[config.mk]
export PLATFORM = sky130hd
export DESIGN_NAME = imu_serial_frame_parser
export DESIGN_NICKNAME = d
export VERILOG_FILES = /design/src/rtl/imufp_pkg.sv /design/src/rtl/imufp_assembler.sv /design/src/rtl/imufp_decoder.sv /design/src/rtl/imu_serial_frame_parser.sv
export SDC_FILE = /design/constraint.sdc
export NUM_CORES = 1
export LEC_CHECK = 0
export CAP_MARGIN = 20
export CORE_ASPECT_RATIO = 1.75
export CORE_MARGIN = 2
export CORE_UTILIZATION = 50
export DETAILED_ROUTE_END_ITERATION = 7
export DONT_BUFFER_PORTS = 1
export PLACE_DENSITY = 0.68
export SYNTH_ARGS = -nofsm -noshare
export SYNTH_HDL_FRONTEND = slang
export SYNTH_SLANG_ARGS = --single-unit
[constraint.sdc]
create_clock -name i_clk -period 3.84 [get_ports i_clk]
set_input_delay 0 -clock i_clk [delete_from_list [all_inputs] [get_ports i_clk]]
set_output_delay 0 -clock i_clk [all_outputs]
set_load 0.05 [all_outputs]
[src/rtl/imufp_pkg.sv]
// Types and constants of the inertial sensor serial frame parser.
package imufp_pkg;

    localparam logic [7:0] HDR_BYTE   = 8'h55;
    localparam logic [7:0] TYPE_ACC   = 8'h51;
    localparam logic [7:0] TYPE_GYRO  = 8'h52;
    localparam logic [7:0] TYPE_ANGLE = 8'h53;

    localparam int FRAME_LEN  = 11;
    localparam int DATA_BYTES = FRAME_LEN - 2;
    localparam int COUNT_W    = $clog2(FRAME_LEN);

    localparam logic [COUNT_W-1:0] COUNT_IDLE = '0;
    localparam logic [COUNT_W-1:0] COUNT_LAST = COUNT_W'(FRAME_LEN - 1);

    localparam logic [15:0] ANGLE_OFFS = 16'h8000;

    typedef enum logic [1:0] {
        KIND_ACC     = 2'd0,
        KIND_GYRO    = 2'd1,
        KIND_ANGLE   = 2'd2,
        KIND_UNKNOWN = 2'd3
    } t_kind;

    typedef struct packed {
        logic [7:0]         type_byte;
        logic signed [15:0] word_x;
        logic signed [15:0] word_y;
        logic signed [15:0] word_z;
        logic signed [15:0] word_t;
    } t_frame;

endpackage

[src/rtl/imufp_assembler.sv]
// Header search, byte counter and shift line that collect one frame.
module imufp_assembler (
    input  logic                  i_clk,
    input  logic                  i_rst_n,
    input  logic                  i_take,
    input  logic [7:0]            i_byte,
    output logic                  o_last,
    output imufp_pkg::t_frame     o_frame
);

    logic [imufp_pkg::COUNT_W-1:0] r_count;
    logic [imufp_pkg::COUNT_W-1:0] n_count;
    logic [7:0]                    r_bytes [imufp_pkg::DATA_BYTES];
    logic                          w_store;

    assign o_last  = (r_count >= imufp_pkg::COUNT_LAST);
    assign w_store = i_take && (r_count != imufp_pkg::COUNT_IDLE) && !o_last;

    always_comb begin
        n_count = r_count;
        if (i_take) begin
            if (r_count == imufp_pkg::COUNT_IDLE) begin
                if (i_byte == imufp_pkg::HDR_BYTE) begin
                    n_count = imufp_pkg::COUNT_W'(1);
                end
            end else if (o_last) begin
                n_count = imufp_pkg::COUNT_IDLE;
            end else begin
                n_count = r_count + imufp_pkg::COUNT_W'(1);
            end
        end
    end

    always_ff @(posedge i_clk) begin
        if (!i_rst_n) begin
            r_count <= imufp_pkg::COUNT_IDLE;
        end else begin
            r_count <= n_count;
        end
    end

    // The newest byte enters at the top, so a full line holds frame bytes 1 to 9 in order.
    always_ff @(posedge i_clk) begin
        if (w_store) begin
            for (int i = 0; i < imufp_pkg::DATA_BYTES - 1; i++) begin
                r_bytes[i] <= r_bytes[i+1];
            end
            r_bytes[imufp_pkg::DATA_BYTES-1] <= i_byte;
        end
    end

    assign o_frame.type_byte = r_bytes[0];
    assign o_frame.word_x    = {r_bytes[2], r_bytes[1]};
    assign o_frame.word_y    = {r_bytes[4], r_bytes[3]};
    assign o_frame.word_z    = {r_bytes[6], r_bytes[5]};
    assign o_frame.word_t    = {r_bytes[8], r_bytes[7]};

endmodule

[src/rtl/imufp_decoder.sv]
// Type decode, angle offset and the result register.
module imufp_decoder (
    input  logic                  i_clk,
    input  logic                  i_rst_n,
    input  logic                  i_load,
    input  imufp_pkg::t_frame     i_frame,
    input  logic                  i_stall,
    output logic                  o_ready,
    output logic                  o_valid,
    output logic [1:0]            o_frame_kind,
    output logic signed [15:0]    o_value_x,
    output logic signed [15:0]    o_value_y,
    output logic signed [15:0]    o_value_z,
    output logic signed [15:0]    o_temperature
);

    imufp_pkg::t_kind   n_kind;
    logic signed [15:0] n_x;
    logic               r_valid;
    imufp_pkg::t_kind   r_kind;
    logic signed [15:0] r_x;
    logic signed [15:0] r_y;
    logic signed [15:0] r_z;
    logic signed [15:0] r_t;

    always_comb begin
        n_x = i_frame.word_x;
        case (i_frame.type_byte)
            imufp_pkg::TYPE_ACC: begin
                n_kind = imufp_pkg::KIND_ACC;
            end
            imufp_pkg::TYPE_GYRO: begin
                n_kind = imufp_pkg::KIND_GYRO;
            end
            imufp_pkg::TYPE_ANGLE: begin
                n_kind = imufp_pkg::KIND_ANGLE;
                n_x    = i_frame.word_x ^ imufp_pkg::ANGLE_OFFS;
            end
            default: begin
                n_kind = imufp_pkg::KIND_UNKNOWN;
            end
        endcase
    end

    assign o_ready = !r_valid || !i_stall;

    always_ff @(posedge i_clk) begin
        if (!i_rst_n) begin
            r_valid <= 1'b0;
        end else if (o_ready) begin
            r_valid <= i_load;
        end
    end

    always_ff @(posedge i_clk) begin
        if (o_ready && i_load) begin
            r_kind <= n_kind;
            r_x    <= n_x;
            r_y    <= i_frame.word_y;
            r_z    <= i_frame.word_z;
            r_t    <= i_frame.word_t;
        end
    end

    assign o_valid       = r_valid;
    assign o_frame_kind  = r_kind;
    assign o_value_x     = r_x;
    assign o_value_y     = r_y;
    assign o_value_z     = r_z;
    assign o_temperature = r_t;

endmodule

[src/rtl/imu_serial_frame_parser.sv]
// Top level of the inertial sensor serial frame parser.
// The block takes one received serial byte per request and can accept a byte in every cycle
// while o_stall is low. It searches for the header byte 0x55, collects the ten bytes that
// follow, and on the last of them issues one record with the frame kind and the four signed
// words; the checksum byte is not checked. A byte passes through an input register and the
// record through a result register: the final byte of a frame is held in the input register
// and its record is then loaded into the result register, which drives the outputs.
// Bytes that do not finish a frame never wait on the output side, and the final byte of a
// frame waits only while a previous record is still held in the result register.
module imu_serial_frame_parser (
    input  logic               i_clk,
    input  logic               i_rst_n,
    input  logic               i_valid,
    output logic               o_stall,
    input  logic [7:0]         i_rx_byte,
    output logic               o_valid,
    input  logic               i_stall,
    output logic [1:0]         o_frame_kind,
    output logic signed [15:0] o_value_x,
    output logic signed [15:0] o_value_y,
    output logic signed [15:0] o_value_z,
    output logic signed [15:0] o_temperature
);

    logic              r_in_valid;
    logic [7:0]        r_in_byte;
    logic              w_last;
    logic              w_out_ready;
    logic              w_take;
    logic              w_load_in;
    imufp_pkg::t_frame w_frame;

    assign w_take    = r_in_valid && (!w_last || w_out_ready);
    assign w_load_in = !r_in_valid || w_take;
    assign o_stall   = !w_load_in;

    always_ff @(posedge i_clk) begin
        if (!i_rst_n) begin
            r_in_valid <= 1'b0;
        end else if (w_load_in) begin
            r_in_valid <= i_valid;
        end
    end

    always_ff @(posedge i_clk) begin
        if (w_load_in && i_valid) begin
            r_in_byte <= i_rx_byte;
        end
    end

    imufp_assembler u_assembler (
        .i_clk   (i_clk),
        .i_rst_n (i_rst_n),
        .i_take  (w_take),
        .i_byte  (r_in_byte),
        .o_last  (w_last),
        .o_frame (w_frame)
    );

    imufp_decoder u_decoder (
        .i_clk         (i_clk),
        .i_rst_n       (i_rst_n),
        .i_load        (w_take && w_last),
        .i_frame       (w_frame),
        .i_stall       (i_stall),
        .o_ready       (w_out_ready),
        .o_valid       (o_valid),
        .o_frame_kind  (o_frame_kind),
        .o_value_x     (o_value_x),
        .o_value_y     (o_value_y),
        .o_value_z     (o_value_z),
        .o_temperature (o_temperature)
    );

endmodule

# Yosys cells after proc, flatten, opt, wreduce, memory -nomap -nowiden

Memory sizes are Yosys's and may differ from the RTL's.
Index checks and enable logic that the tools add are counted.
W data, S select, Z words.

Add/sub/neg operators: 1
$mul: 0
Divide/modulo/power cells: 0
$lt $le $gt $ge: 1
Equal/unequal tests: 5
Shift-type cells: 0
Muxes and demuxes: 7
Bitwise operators: 1
Reductions and logical operators: 17

Operator list:

| kind                  | number |
|---|---|
| $eq A8 B7 Y1 const B  | 4 |
| $mux W16              | 1 |
| $mux W4               | 3 |
| $logic_and A1 B1 Y1   | 6 |
| $pmux W2 S3           | 1 |
| $logic_not A1 Y1      | 5 |
| $add A4 B1 Y4 const B | 1 |
| $ge A4 B4 Y1 const B  | 1 |
| $logic_not A4 Y1      | 1 |
| $reduce_bool A4 Y1    | 1 |
| $logic_or A1 B1 Y1    | 3 |
| $mux W1               | 2 |
| $ne A2 B2 Y1 const B  | 1 |
| $reduce_and A2 Y1     | 1 |
| $not A1 Y1            | 1 |

Register bits: 80
Bits in latches: 0
RAM bits: 72
Bits in read-only memories: 0
Input bits: 12
Word-level logic and storage cells: 42
Memories kept: 1

Memories:

| memory              | words | width | rd ports | clocked after memory_dff | write ports | RTL line              | source |
|---|---|---|---|---|---|---|---|
| u_assembler.r_bytes | 9     | 8     | 9        | 0                        | 9           | imufp_assembler.sv:13 | `logic [7:0] r_bytes [imufp_pkg::DATA_BYTES];` |

# Depth between registers and ports, before layout

Depth after elaboration: 8
Gate-level depth with buffers: 6

# Cells and area by module

Synthesis repeated with hierarchy kept, for this count alone.

Cells, all modules: 198
Area total of the unflattened synthesis: 4854.7 sq um

By module, submodules not included:

| module                  | times used | cells each | area an instance (sq um) | sequential area each (sq um) |
|---|---|---|---|---|
| imufp_assembler         | 1          | 104        | 2448.6                   | 2242.2 |
| imufp_decoder           | 1          | 79         | 2105.8                   | 2001.9 |
| imu_serial_frame_parser | 1          | 15         | 300.3                    | 260.2 |

# Worst setup path before layout

OpenSTA, ideal clock, no wires.

Kind: register to register
Start point: register u_assembler.r_count[0] (netlist bit)
End point: register u_decoder.r_kind[0], in the netlist u_decoder.o_frame_kind[0], enable pin
Library setup time: 0.490 ns
Data arrival time: 3.766 ns
Path slack: -0.416 ns
Cell stages (with the launch flop): 6
Clock period less this slack: 4.256 ns
Cell sequence: dfxtp_1 -> inv_1 -> ha_1 -> o31ai_4 -> o21ai_2 -> nor2_1

Word-level cells in the longest chain between the ends: 6

RTL lines:

| element                | RTL line                      | source |
|---|---|---|
| start, declared        | imufp_assembler.sv:11         | `logic [imufp_pkg::COUNT_W-1:0] r_count;` |
| start signal, assigned | imufp_assembler.sv:36         | `r_count <= imufp_pkg::COUNT_IDLE;` |
| start signal, assigned | imufp_assembler.sv:38         | `r_count <= n_count;` |
| $ge A4 B4 Y1 *         | imufp_assembler.sv:16         | `assign o_last = (r_count >= imufp_pkg::COUNT_LAST);` |
| $logic_not A1 Y1       | imu_serial_frame_parser.sv:33 | `assign w_take = r_in_valid && (!w_last \|\| w_out_ready);` |
| $logic_or A1 B1 Y1     | imu_serial_frame_parser.sv:33 |  |
| $logic_and A1 B1 Y1    | imu_serial_frame_parser.sv:33 |  |
| $logic_and A1 B1 Y1 *  | imu_serial_frame_parser.sv:63 | `.i_load (w_take && w_last),` |
| $logic_and A1 B1 Y1 *  | imufp_decoder.sv:56           | `if (o_ready && i_load) begin` |
| end signal, assigned   | imufp_decoder.sv:57           | `r_kind <= n_kind;` |
| end, declared          | imufp_decoder.sv:20           | `imufp_pkg::t_kind r_kind;` |

Every way passes the cells marked *; elsewhere a longest branch is shown, timed or not.
A chain may end at the register's enable or synchronous reset.

# Final worst setup path

Start point: register u_assembler.r_count[1] (netlist bit)
End point: register r_in_valid

Word-level cells in the longest chain between the ends: 5

RTL lines:

| element              | RTL line                      | source |
|---|---|---|
| $ge A4 B4 Y1         | imufp_assembler.sv:16         |  |
| $logic_not A1 Y1     | imu_serial_frame_parser.sv:33 |  |
| $logic_or A1 B1 Y1   | imu_serial_frame_parser.sv:33 |  |
| $logic_and A1 B1 Y1  | imu_serial_frame_parser.sv:33 |  |
| $logic_or A1 B1 Y1   | imu_serial_frame_parser.sv:34 | `assign w_load_in = !r_in_valid \|\| w_take;` |
| end signal, assigned | imu_serial_frame_parser.sv:41 | `r_in_valid <= i_valid;` |
| end, declared        | imu_serial_frame_parser.sv:25 | `logic r_in_valid;` |

Every way passes these cells.

==> impl_metrics.ini <==
[run_status]
status = complete, no violations

[timing]
maxSlewViolCount = 0
postLayoutSetupSlackWorst_ns = 1.29
timing.fmax_mhz = 392
skew_ns = 0.00356
finalSetupTns_ns = 0
slew_headroom_pct = 33.5
holdWs_ns = 0.0309
finalCritPeriodShare_pct = 66.4
hold_viol = 0
worst_slew_pin_slew_ns = 0.993
min_period_ns = 2.55
rsz0062_at_grt = false
setup_viol_count_final = 0

[routing]
num_vias = 1849
drcViolationCount = 0
antenna_left = 0
vias_per_cell = 5.15
drtIter0Drc = 115
firstDrtPassIters = 4
wire_per_inst_um = 18.5
wl_um = 6630

[critical_path]
end_kind = flop
cpMaxStageDelayCell = nor2_1
worstSetupStartpointType = flop
arrival_ns = 2.90
crit_fanout = 7
crit_type = reg2reg
cpLargestDelayFamily = simple AND/OR/NAND/NOR gates
crit_chain = ha_1 -> o31a_2 -> nand2_1 -> nor2_1 -> o21a_1 -> dlygate4sd3_1
max_stage_delay_ns = 0.76
crit_buf_inv = 1
cp_data_required_time_ns = 4.19

[power_and_ir_drop]
p_leak_nw = 1.75
p_sw_uw = 574
switching_share_pct = 17.6
power.density_nw_per_um2 = 581
total_power_mw = 3.27
p_int_mw = 2.69
p_clk_share_pct = 44.2
combinationalPowerShare_pct = 0.5
p_seq_share_pct = 55.3
vdd_drop_max_uv = 326

[floorplan]
fp.dieH_um = 134
initial_utilization_pct = 51.1
die_w_um = 78.1
io_pins = 80
die_area_um2 = 10500
core_area_um2 = 9410
floorplan.rows = 47

[synth]
synth-seq-area-share_pct = 93.7
synth_top_area_cell = edfxtp_1
synthFlopType = edfxtp_1
synth_area_um2 = 4810
synthTopCellsByCount = edfxtp_1, dfxtp_1, nand2_1
synth_top_area_share_pct = 91.2
synth_area_leaders = edfxtp_1, dfxtp_1, ha_1
yosysWarnings = 0
syn_area_per_cell_um2 = 24.9
ys_async_sr_fraction_pct = 0
synth_cells = 193
synth_cell_type_count = 29
syn_nets = 208
synth_edf_count = 146
ys_ff_latch = 152
synth_most_common_cell = edfxtp_1

[grt]
overflow = 0
grt_max_degree = 74
use_met1_pct = 14.6
grtUsageMet3_pct = 5.89
grt_busiest_layer = met2
use_met2_pct = 22.8
antenna_found_initial = 0
grt.total_usage_pct = 13.8
grt_pass1_wl_um = 10300
grt_pass1_vias = 1997

[cells_and_area]
nets = 239
n_fill_cell = 682
area_delta_synth_final_pct = 16.8
multi_input_area_um2 = 307
diodes = 0
layout-drive-gt1-share_pct = 13.9
utilization_pct = 59.7
fin_cells = 359
seqCellArea_um2 = 4500
fin_area_um2 = 5620

[placement]
dpl-instance-area_um2 = 4980
port_buffers = 0
placedCellCount = 316
finalWeightedCongestion = 0.671
place_hpwl_um = 3800
post-place-ws_ns = 1.37

[cts]
tritoncts = done
cts.sink_count = 152
cts_inserted_buffers = 17
cts.clk_slew.worst_paths_ns = 0.05
cts-root-buf = clkbuf_16
postCtsSetupBuffers = 0
clock_latency_ns = 0.40
htree_levels = 4
cts_buffer_depth = 2

[worst_hold_path]
hold_path.class = in2reg

[run]
cap_viol_max_count = 0
-- placed cells by master (no fill, tap or decap), types with 2 or more instances in the layout --
cell	count
dlygate4sd3_1	11
nand2_1	5
clkinv_2	4
edfxtp_1	146
clkbuf_1	5
a21oi_1	2
inv_1	3
nor2_1	2
nand3_1	2
clkbuf_16	17
clkinv_1	2
clkinvlp_4	3
dfxtp_1	6
ha_1	3
o2bb2ai_1	2
nor4bb_1	2
-- logic make-up (layout without fill, tap and decap cells) --
group | count (synthesis) | count (layout) | share of synthesized area [%]
buffers and inverters | 3 | 47 | 0.234
DFF | 152 | 152 | 93.7
adders and majority gates | 3 | 3 | 0.781
AOI/OAI and AO/OA | 13 | 13 | 2.47
and+or+nand+nor | 20 | 20 | 2.50
xor gates and xnor gates | 2 | 2 | 0.364
-- layout make-up --
class                           count  area share (%)
Clock inverter                     10            1.43
Timing Repair Buffer               12            2.09
Sequential cell                   152            80.2
Clock buffer                       22            7.91
Multi-Input combinational cell     38            5.46
Tap cell                          122            2.72
Inverter                            3           0.200
-- layer usage --
metal,vias to the layer above,part of all wire (%)
li1,834,-
met1,936,38
met2,68,54
met3,11,5.1
met4,0,2.4
met5,-,0
-- sequential cells by signal, indices dropped and copies added, names as in the netlist --
name and count:
u_decoder.o_temperature 16, u_decoder.o_value_z 16, r_in_byte 8, u_assembler.r_bytes 72, u_assembler.r_count 4, u_decoder.o_value_y 16, u_decoder.o_frame_kind 2, u_decoder.o_value_x 16
r_in_valid 1, u_decoder.o_valid 1
-- path summary, 6_finish.rpt --
path         slack (ns)                        from                         end  depth (start not counted)
max                1.29      u_assembler.r_count[1]                  r_in_valid                          6
min                0.03                     i_valid                r_in_byte[3]                          1
max reg2reg        1.29      u_assembler.r_count[1]                  r_in_valid                          6
min reg2reg        0.44  u_assembler.r_bytes[0][49]  u_assembler.r_bytes[0][41]                          0
-- worst reg2reg max path, stage by stage (launching register included) --
cell	delay [ns]
dfxtp_1	0.49
ha_1	0.30
o31a_2	0.16
nand2_1	0.07
nor2_1	0.76
o21a_1	0.19
dlygate4sd3_1	0.54
-- power groups by stage --
stage / logic (mW) / registers, mW / clock network [mW]
3_3_place_gp: 0.00644 / 1.84 / 0
4_1_cts: 0.0164 / 1.81 / 1.48
2_1_floorplan: 0.00536 / 1.84 / 0
3_5_place_dp: 0.00682 / 1.84 / 0
5_1_grt: 0.0174 / 1.81 / 1.54
6_report: 0.0166 / 1.81 / 1.44
-- what timing repair did --
action	in CTS	in global routing
hold buffers	11	0
gates resized for setup	0	0
hold endpoints to repair	14	0
Note: power is estimated with default switching activity, not from simulation.
